<file path="src/hdl/free_slot_stack_allocator_macros.svh">
// ----------------------------------------------------------------------------
// Free slot stack allocator assertion macros
// Clocked assertion shorthands shared by the allocator modules.
// ----------------------------------------------------------------------------
`ifndef FREE_SLOT_STACK_ALLOCATOR_MACROS_SVH
`define FREE_SLOT_STACK_ALLOCATOR_MACROS_SVH

// Same-cycle implication, ignored while reset is asserted.
`define FSSA_ASSERT_NOW(label, clk, rst_n, ante, cons) \
    label: assert property (@(posedge clk) disable iff (!rst_n) (ante) |-> (cons)) \
        else $error("fssa: same-cycle check failed");

// Next-cycle implication, ignored while reset is asserted.
`define FSSA_ASSERT_NEXT(label, clk, rst_n, ante, cons) \
    label: assert property (@(posedge clk) disable iff (!rst_n) (ante) |=> (cons)) \
        else $error("fssa: next-cycle check failed");

`endif

</file>
<file path="src/hdl/fssa_pkg.sv">
// ----------------------------------------------------------------------------
// Free slot stack allocator package
// Pool geometry, field widths, action and status codes, control structs.
// ----------------------------------------------------------------------------
package fssa_pkg;

    localparam int SLOT_COUNT = 256;
    localparam int ADDR_W     = $clog2(SLOT_COUNT);
    localparam int TOP_W      = ADDR_W + 1;
    localparam int SLOT_W     = 8;
    localparam int COUNT_W    = 8;
    localparam int FREE_W     = 9;

    localparam logic [1:0] ACT_ALLOC = 2'd0;
    localparam logic [1:0] ACT_FREE  = 2'd1;
    localparam logic [1:0] ACT_CLEAR = 2'd2;

    localparam logic [1:0] ST_OK        = 2'd0;
    localparam logic [1:0] ST_BAD_COUNT = 2'd1;
    localparam logic [1:0] ST_EXHAUSTED = 2'd2;
    localparam logic [1:0] ST_UNDERFLOW = 2'd3;

    localparam logic [COUNT_W-1:0] ONE_REQUEST = COUNT_W'(1);

    // controller to datapath
    typedef struct packed {
        logic       pop_read;   // read stack entry at top
        logic       pop_done;   // advance top, load result with read slot
        logic       push;       // retreat top, store returned slot
        logic       clear;      // refill pool
        logic       res_load;   // load result with status, no slot
        logic [1:0] status;
    } dp_cmd_t;

    // datapath to controller
    typedef struct packed {
        logic empty;
        logic full;
        logic res_free;         // result register can take a beat next edge
    } dp_sts_t;

endpackage

</file>
<file path="src/hdl/fssa_if.sv">
// ----------------------------------------------------------------------------
// Free slot stack allocator channels
// Request and response valid/ready channels.
// ----------------------------------------------------------------------------
interface fssa_req_if;
    logic       valid;
    logic       ready;
    logic [1:0] action;
    logic [7:0] request_count;
    logic       slot_valid;
    logic [7:0] slot_index;

    modport source (output valid, output action, output request_count,
                    output slot_valid, output slot_index, input ready);
    modport sink   (input valid, input action, input request_count,
                    input slot_valid, input slot_index, output ready);
endinterface

interface fssa_rsp_if;
    logic       valid;
    logic       ready;
    logic [7:0] granted_slot;
    logic [1:0] status;
    logic [8:0] free_count;

    modport source (output valid, output granted_slot, output status,
                    output free_count, input ready);
    modport sink   (input valid, input granted_slot, input status,
                    input free_count, output ready);
endinterface

</file>
<file path="src/hdl/fssa_ctrl.sv">
// ----------------------------------------------------------------------------
// Free slot stack allocator controller
// Decodes request beats into datapath commands; sequences the stack read.
// ----------------------------------------------------------------------------
`include "free_slot_stack_allocator_macros.svh"

module fssa_ctrl
    import fssa_pkg::*;
(
    input  logic          clk,
    input  logic          rst_n,
    fssa_req_if.sink      req,
    output dp_cmd_t       cmd,
    input  dp_sts_t       sts
);

    typedef enum logic {S_IDLE, S_LOOKUP} state_t;

    state_t state_reg;
    state_t state_next;
    logic   ready;

    assign req.ready = ready;

    always_comb
    begin
        cmd        = '0;
        state_next = state_reg;
        ready      = 1'b0;
        case (state_reg)
            S_IDLE:
            begin
                ready = sts.res_free;
                if (req.valid && sts.res_free)
                begin
                    case (req.action)
                        ACT_ALLOC:
                        begin
                            if (req.request_count != ONE_REQUEST)
                            begin
                                cmd.res_load = 1'b1;
                                cmd.status   = ST_BAD_COUNT;
                            end
                            else if (sts.full)
                            begin
                                cmd.res_load = 1'b1;
                                cmd.status   = ST_EXHAUSTED;
                            end
                            else
                            begin
                                cmd.pop_read = 1'b1;
                                state_next   = S_LOOKUP;
                            end
                        end
                        ACT_FREE:
                        begin
                            cmd.res_load = 1'b1;
                            cmd.status   = ST_OK;
                            // null free does nothing, even on a full pool
                            if (req.slot_valid)
                            begin
                                if (sts.empty)
                                    cmd.status = ST_UNDERFLOW;
                                else
                                    cmd.push = 1'b1;
                            end
                        end
                        ACT_CLEAR:
                        begin
                            cmd.clear    = 1'b1;
                            cmd.res_load = 1'b1;
                            cmd.status   = ST_OK;
                        end
                        default:
                        begin
                            cmd.res_load = 1'b1;
                            cmd.status   = ST_OK;
                        end
                    endcase
                end
            end
            S_LOOKUP:
            begin
                cmd.pop_done = 1'b1;
                state_next   = S_IDLE;
            end
            default:
            begin
                state_next = S_IDLE;
            end
        endcase
    end

    always_ff @(posedge clk or negedge rst_n)
    begin
        if (!rst_n)
            state_reg <= S_IDLE;
        else
            state_reg <= state_next;
    end

    `FSSA_ASSERT_NOW(a_lookup_has_room, clk, rst_n, state_reg == S_LOOKUP, sts.res_free)
    `FSSA_ASSERT_NOW(a_no_accept_in_lookup, clk, rst_n, state_reg == S_LOOKUP, !req.ready)
    `FSSA_ASSERT_NEXT(a_pop_then_done, clk, rst_n, cmd.pop_read, cmd.pop_done)

endmodule

</file>
<file path="src/hdl/fssa_dp.sv">
// ----------------------------------------------------------------------------
// Free slot stack allocator datapath
// Slot stack memory, top pointer, per-entry written flags, result register.
// ----------------------------------------------------------------------------
`include "free_slot_stack_allocator_macros.svh"

module fssa_dp
    import fssa_pkg::*;
(
    input  logic              clk,
    input  logic              rst_n,
    input  logic [SLOT_W-1:0] slot_index,
    input  dp_cmd_t           cmd,
    output dp_sts_t           sts,
    fssa_rsp_if.source        rsp
);

    logic [SLOT_W-1:0]     stack_mem [SLOT_COUNT];
    logic [SLOT_COUNT-1:0] written_reg;
    logic [TOP_W-1:0]      top_reg;
    logic [TOP_W-1:0]      top_next;
    logic [TOP_W-1:0]      top_inc;
    logic [TOP_W-1:0]      top_dec;
    logic [SLOT_W-1:0]     rd_data_reg;
    logic [SLOT_W-1:0]     rd_index_reg;
    logic                  rd_hit_reg;
    logic [SLOT_W-1:0]     rd_slot;
    logic                  res_valid_reg;
    logic [SLOT_W-1:0]     granted_reg;
    logic [1:0]            status_reg;
    logic [FREE_W-1:0]     free_reg;
    logic [FREE_W-1:0]     free_next;
    logic                  res_take;

    assign top_inc  = top_reg + 1'b1;
    assign top_dec  = top_reg - 1'b1;
    assign res_take = res_valid_reg && rsp.ready;

    always_comb
    begin
        top_next = top_reg;
        if (cmd.clear)
            top_next = '0;
        else if (cmd.push)
            top_next = top_dec;
        else if (cmd.pop_done)
            top_next = top_inc;
    end

    assign free_next = FREE_W'(TOP_W'(SLOT_COUNT) - top_next);

    // an entry never written since reset or clear holds its own slot number
    assign rd_slot = rd_hit_reg ? rd_data_reg : rd_index_reg;

    assign sts.empty    = (top_reg == '0);
    assign sts.full     = (top_reg == TOP_W'(SLOT_COUNT));
    assign sts.res_free = !res_valid_reg || rsp.ready;

    assign rsp.valid        = res_valid_reg;
    assign rsp.granted_slot = granted_reg;
    assign rsp.status       = status_reg;
    assign rsp.free_count   = free_reg;

    always_ff @(posedge clk or negedge rst_n)
    begin
        if (!rst_n)
        begin
            top_reg       <= '0;
            written_reg   <= '0;
            res_valid_reg <= 1'b0;
        end
        else
        begin
            top_reg <= top_next;
            if (cmd.clear)
                written_reg <= '0;
            else if (cmd.push)
                written_reg[top_dec[ADDR_W-1:0]] <= 1'b1;
            if (cmd.res_load || cmd.pop_done)
                res_valid_reg <= 1'b1;
            else if (res_take)
                res_valid_reg <= 1'b0;
        end
    end

    always_ff @(posedge clk)
    begin
        if (cmd.push)
            stack_mem[top_dec[ADDR_W-1:0]] <= slot_index;
        if (cmd.pop_read)
            rd_data_reg <= stack_mem[top_reg[ADDR_W-1:0]];
    end

    always_ff @(posedge clk)
    begin
        if (cmd.pop_read)
        begin
            rd_hit_reg   <= written_reg[top_reg[ADDR_W-1:0]];
            rd_index_reg <= SLOT_W'(top_reg[ADDR_W-1:0]);
        end
        if (cmd.pop_done)
        begin
            granted_reg <= rd_slot;
            status_reg  <= ST_OK;
            free_reg    <= free_next;
        end
        else if (cmd.res_load)
        begin
            granted_reg <= '0;
            status_reg  <= cmd.status;
            free_reg    <= free_next;
        end
    end

    `FSSA_ASSERT_NOW(a_top_in_range, clk, rst_n, 1'b1, top_reg <= TOP_W'(SLOT_COUNT))
    `FSSA_ASSERT_NOW(a_pop_not_full, clk, rst_n, cmd.pop_read, !sts.full)
    `FSSA_ASSERT_NOW(a_push_not_empty, clk, rst_n, cmd.push, !sts.empty)
    `FSSA_ASSERT_NEXT(a_pop_advances, clk, rst_n, cmd.pop_done, top_reg == TOP_W'($past(top_reg) + 1'b1))

endmodule

</file>
<file path="src/hdl/free_slot_stack_allocator.sv">
// ----------------------------------------------------------------------------
// Free slot stack allocator
// Pool of slots kept as a stack of free slot numbers: allocate, free, clear.
// ----------------------------------------------------------------------------
//   channel  role    payload
//   req      sink    action, request_count, slot_valid, slot_index
//   rsp      source  granted_slot, status, free_count
//
// A good allocate passes through S_LOOKUP: the stack memory read is registered.
// Every other beat (free, clear, rejected allocate) is answered straight from S_IDLE.
// After reset and after clear, per-entry written flags make each stack
// entry read as its own slot number; there is no memory clearing pass.
// One result register: a new beat is taken in the cycle the held result leaves.
// ----------------------------------------------------------------------------
module free_slot_stack_allocator
    import fssa_pkg::*;
(
    input  logic       clk,
    input  logic       rst_n,
    fssa_req_if.sink   req,
    fssa_rsp_if.source rsp
);

    dp_cmd_t cmd;
    dp_sts_t sts;

    fssa_ctrl u_ctrl (
        .clk   (clk),
        .rst_n (rst_n),
        .req   (req),
        .cmd   (cmd),
        .sts   (sts)
    );

    fssa_dp u_dp (
        .clk        (clk),
        .rst_n      (rst_n),
        .slot_index (req.slot_index),
        .cmd        (cmd),
        .sts        (sts),
        .rsp        (rsp)
    );

endmodule

</file>
<file path="src/flat_wrapper.sv">
// flat-port wrapper written by rule: the top's interface ports become plain ports
module free_slot_stack_allocator_flat import fssa_pkg::*;
  (clk, rst_n, req_valid, req_action, req_request_count, req_slot_valid, req_slot_index, req_ready, rsp_valid, rsp_granted_slot, rsp_status, rsp_free_count, rsp_ready);
  fssa_req_if req_i ();
  fssa_rsp_if rsp_i ();
  input  logic clk;
  input  logic rst_n;
  input wire logic [$bits(req_i.valid)-1:0] req_valid;
  input wire logic [$bits(req_i.action)-1:0] req_action;
  input wire logic [$bits(req_i.request_count)-1:0] req_request_count;
  input wire logic [$bits(req_i.slot_valid)-1:0] req_slot_valid;
  input wire logic [$bits(req_i.slot_index)-1:0] req_slot_index;
  output wire logic [$bits(req_i.ready)-1:0] req_ready;
  output wire logic [$bits(rsp_i.valid)-1:0] rsp_valid;
  output wire logic [$bits(rsp_i.granted_slot)-1:0] rsp_granted_slot;
  output wire logic [$bits(rsp_i.status)-1:0] rsp_status;
  output wire logic [$bits(rsp_i.free_count)-1:0] rsp_free_count;
  input wire logic [$bits(rsp_i.ready)-1:0] rsp_ready;
  assign req_i.valid = req_valid;
  assign req_i.action = req_action;
  assign req_i.request_count = req_request_count;
  assign req_i.slot_valid = req_slot_valid;
  assign req_i.slot_index = req_slot_index;
  assign req_ready = req_i.ready;
  assign rsp_valid = rsp_i.valid;
  assign rsp_granted_slot = rsp_i.granted_slot;
  assign rsp_status = rsp_i.status;
  assign rsp_free_count = rsp_i.free_count;
  assign rsp_i.ready = rsp_ready;
  free_slot_stack_allocator u_core (.clk(clk), .rst_n(rst_n), .req(req_i), .rsp(rsp_i));
endmodule
</file>
<file path="config.mk">
export PLATFORM = sky130hd
export DESIGN_NAME = free_slot_stack_allocator_flat
export DESIGN_NICKNAME = d
export VERILOG_FILES = /design/src/hdl/fssa_pkg.sv /design/src/hdl/fssa_if.sv /design/src/hdl/fssa_ctrl.sv /design/src/hdl/fssa_dp.sv /design/src/hdl/free_slot_stack_allocator.sv /design/src/flat_wrapper.sv
export VERILOG_INCLUDE_DIRS = /design/src /design/src/hdl
export SDC_FILE = /design/constraint.sdc
export NUM_CORES = 2
export LEC_CHECK = 0
export BUFFER_PORTS_ARGS = -buffer_cell sky130_fd_sc_hd__buf_2
export CORE_MARGIN = 4
export CORE_UTILIZATION = 40
export DETAILED_ROUTE_END_ITERATION = 8
export SLEW_MARGIN = 20
export SYNTH_ARGS = -nofsm -noshare
export SYNTH_HDL_FRONTEND = slang
export SYNTH_SLANG_ARGS = --single-unit
</file>
<file path="constraint.sdc">
create_clock -name clk -period 9.45 [get_ports clk]
set_clock_uncertainty 0.2 [all_clocks]
set_input_delay 1.4175 -clock clk [delete_from_list [all_inputs] [get_ports clk]]
set_output_delay 1.4175 -clock clk [all_outputs]
set_load 0.02 [all_outputs]
</file>
==> out/results.ini <==
[placed_design]
io_buffers = 43
gp_congestion = 0.849
dpl.hpwl_mm = 153

[clock_tree]
postCtsResizedCells = 0
postCtsHoldBufs = 0
path_clk_slew_ns = 0.06
cts_buffers = 235
cts_tree = built
htree_levels = 4
cts.sinks = 2351
clockRootBuffer = clkbuf_16
clock_path_buffers = 3
post_cts_buffers = 0
worstSkewPairLatency_ns = 0.86

[drt]
wl_mm = 260
postRouteAntennaNets = 0
avgRoutedWirePerCell_um = 32.7
drcViolationCount = 0
num_vias = 47876
drt_iter0_drc = 6422
viasPerCell = 6.03
first_pass_iters = 5

[worst_hold_path]
min_path_type = register to register
hold_depth = 1

[global_route]
grt_pass1_vias = 48074
grt_overflow = 0
grt_pass1_wl_mm = 371
grt_max_degree = 146
grt_usage_pct = 21.8
antenna_found_initial = 9

[die]
boundaryPins = 44
die_h_um = 488
dieArea_sq_mm = 0.238
core_area_sq_mm = 0.228
die_x_um = 488
start_util_pct = 40.4
num_rows = 175

[timing]
period_share_pct = 63.5
timing.fmax_ghz = 0.167
slew_headroom_pct = 14.0
maxSlewViolCount = 0
holdWs_ns = 0.284
setup_violations = 0
worstMarginPinSlew_ns = 1.28
finalHoldViolations = 0
min_period_ns = 6.00
rsz0062_at_grt = false
fin_setup_tns_ns = 0

[critical_path]
crit_path_end_kind = register
path_max_fanout = 33
slowest_stage = nand3_2
worstSetupStartpointType = register
r2r_cells = 7
arrival_ns = 6.27
crit_path_max_incr_delay_ns = 1.10
worstSetupPathType = register to register
cp_cell_sequence = inv_1 -> ha_1 -> a41oi_1 -> and2_1 -> nand3_2 -> buf_4 -> nor2_1
required_ns = 9.72

[power_and_ir_drop]
leakagePower_nw = 32.9
max-vdd-ir-drop_mv = 0.230
power_density_mw_per_mm2 = 279

[finish]
layout-area-overhead-vs-synth_pct = 12.6
finalNetCount = 4741
largest_register_ffs = 2048
drive_above_1_share_pct = 22.1

[yosys]
ys_seq_elements = 2351
syn_nets = 4662
yosysWarnings = 0
syn_inst = 4633
synth_cell_types = 67
avgSynthCellArea_sq_um = 19.9
ys_seq_area_share_pct = 75.1
synthArstFlopShare_pct = 11.4
synth_edf_count = 2082
synth_ff_type = edfxtp_1
syn_area_sq_mm = 0.0922

[job]
maxCapViolCount = 0

[status]
status = completed

-- where the power goes --
group          switching (mW)  internal, mW  total (mW)
Sequential              0.223          11.4        11.7
Combinational            4.99          2.65        7.64
Clock                    3.97          5.69        9.65
Total                    9.18          19.8        29.0
-- worst max-delay path: cells and delay by family (launching register included) --
| family | cells | cell delay (ns) |
|---|---|---|
| adders and majority gates | 1 | 0.40 |
| and+or+nand+nor | 3 | 2.73 |
| DFF | 1 | 0.90 |
| AOI/OAI and AO/OA | 1 | 0.49 |
| buffers and inverters | 2 | 0.86 |
-- Yosys cell counts, types with 8 or more instances --
cell / count / share of area [%]
clkbuf_1: 122 / 0.50
buf_4: 44 / 0.36
o21a_1: 257 / 2.1
o221ai_1: 29 / 0.28
buf_1: 13 / 0.053
a221oi_1: 22 / 0.21
a22o_1: 22 / 0.21
o22ai_1: 53 / 0.36
buf_6: 21 / 0.26
o211ai_1: 9 / 0.073
o31ai_1: 9 / 0.073
a31oi_1: 12 / 0.081
a2111oi_0: 18 / 0.17
mux2i_1: 187 / 2.0
o21ai_0: 47 / 0.26
a22oi_1: 47 / 0.38
dfrtp_1: 267 / 7.2
nor3_1: 19 / 0.10
xnor2_1: 12 / 0.11
mux2_2: 12 / 0.15
inv_1: 8 / 0.033
nand2_1: 127 / 0.52
a211oi_1: 28 / 0.23
a21oi_1: 64 / 0.35
nor4_1: 9 / 0.061
nor2_1: 321 / 1.3
mux4_2: 530 / 13
nand3_1: 31 / 0.17
edfxtp_1: 2082 / 68
buf_2: 90 / 0.49
and2_1: 13 / 0.088
nor2b_1: 11 / 0.075
nand2b_1: 11 / 0.075
-- area by class of cell --
class / count / area, sq um
fillers: 19122 / 125000
flip-flops and latches: 2351 / 69300
multi-input cells: 1982 / 21500
clock buffers: 336 / 6640
well taps: 3009 / 3760
clock inverters: 115 / 1430
repair buffers: 133 / 1150
inverters: 9 / 33.8
diodes: 8 / 20.0
-- per-stage QoR --
step / cells / setup WS, ns / instance area [sq um] / total power [mW] / util [%]
after floorplan: 4633 / 5.39 / 92200 / 16.4 / -
after global placement: 7483 / 3.22 / 95700 / 19.5 / 41.9
after detailed placement: 7484 / 3.11 / 95700 / 19.5 / 41.9
after CTS: 7935 / 3.48 / 104000 / 29.1 / 45.4
after global routing: 7936 / 3.25 / 104000 / 29.8 / 45.4
final: 7943 / 3.45 / 104000 / 29.0 / 45.5
-- cell usage in the layout, fill, tap and decap left out, types with 41 or more instances in the layout --
master / netlist / final
edfxtp_1: 2082 / 2082
mux4_2: 530 / 530
nor2_1: 321 / 312
dfrtp_1: 267 / 259
o21a_1: 257 / 257
clkbuf_16: 0 / 236
mux2i_1: 187 / 187
nand2_1: 127 / 126
buf_4: 44 / 75
a21oi_1: 64 / 64
clkbuf_1: 122 / 64
o22ai_1: 53 / 53
o21ai_0: 47 / 47
a22oi_1: 47 / 47
clkbuf_8: 0 / 44
clkinv_2: 0 / 41
-- path summary, 6_finish.rpt --
kind | start | to | slack, ns
min in group asynchronous | rst_n | u_core.u_dp.written_reg[236]$_DFFE_PN0P_ | 0.37
worst min register to register | u_core.u_dp.written_reg[183]$_DFFE_PN0P_ | u_core.u_dp.written_reg[183]$_DFFE_PN0P_ | 0.28
worst min-delay path | u_core.u_dp.written_reg[183]$_DFFE_PN0P_ | u_core.u_dp.written_reg[183]$_DFFE_PN0P_ | 0.28
worst max-delay path | u_core.u_dp.top_reg[0]$_DFF_PN0_ | u_core.u_dp.stack_mem[70][5]$_DFFE_PP_ | 3.45
max in group asynchronous | rst_n | u_core.u_dp.written_reg[113]$_DFFE_PN0P_ | 7.28
worst max register to register | u_core.u_dp.top_reg[0]$_DFF_PN0_ | u_core.u_dp.stack_mem[70][5]$_DFFE_PP_ | 3.45
-- kinds of logic (layout without fill, tap and decap cells) --
| kind of cell | after synthesis | count (layout) | synth area share [%] |
|---|---|---|---|
| buffers and inverters | 300 | 593 | 1.71 |
| AND/OR/NAND/NOR | 575 | 575 | 2.66 |
| XOR/XNOR | 17 | 17 | 0.162 |
| adder cells (fa/ha/maj) | 6 | 6 | 0.0815 |
| other | 0 | 8 | 0 |
| multiplexers | 729 | 729 | 15.1 |
| flip-flops | 2351 | 2351 | 75.1 |
| AO/OA/AOI/OAI | 655 | 655 | 5.12 |
-- metal layers --
metal | vias to the layer above | global-route usage, % | wire length (um)
li1 | 19220 | - | -
met1 | 25630 | 30.5 | 104000
met2 | 2563 | 33.8 | 122000
met3 | 461 | 4.56 | 23800
met4 | 2 | 7.96 | 10100
met5 | - | 0 | 10
(Power assumes the default switching activity.)
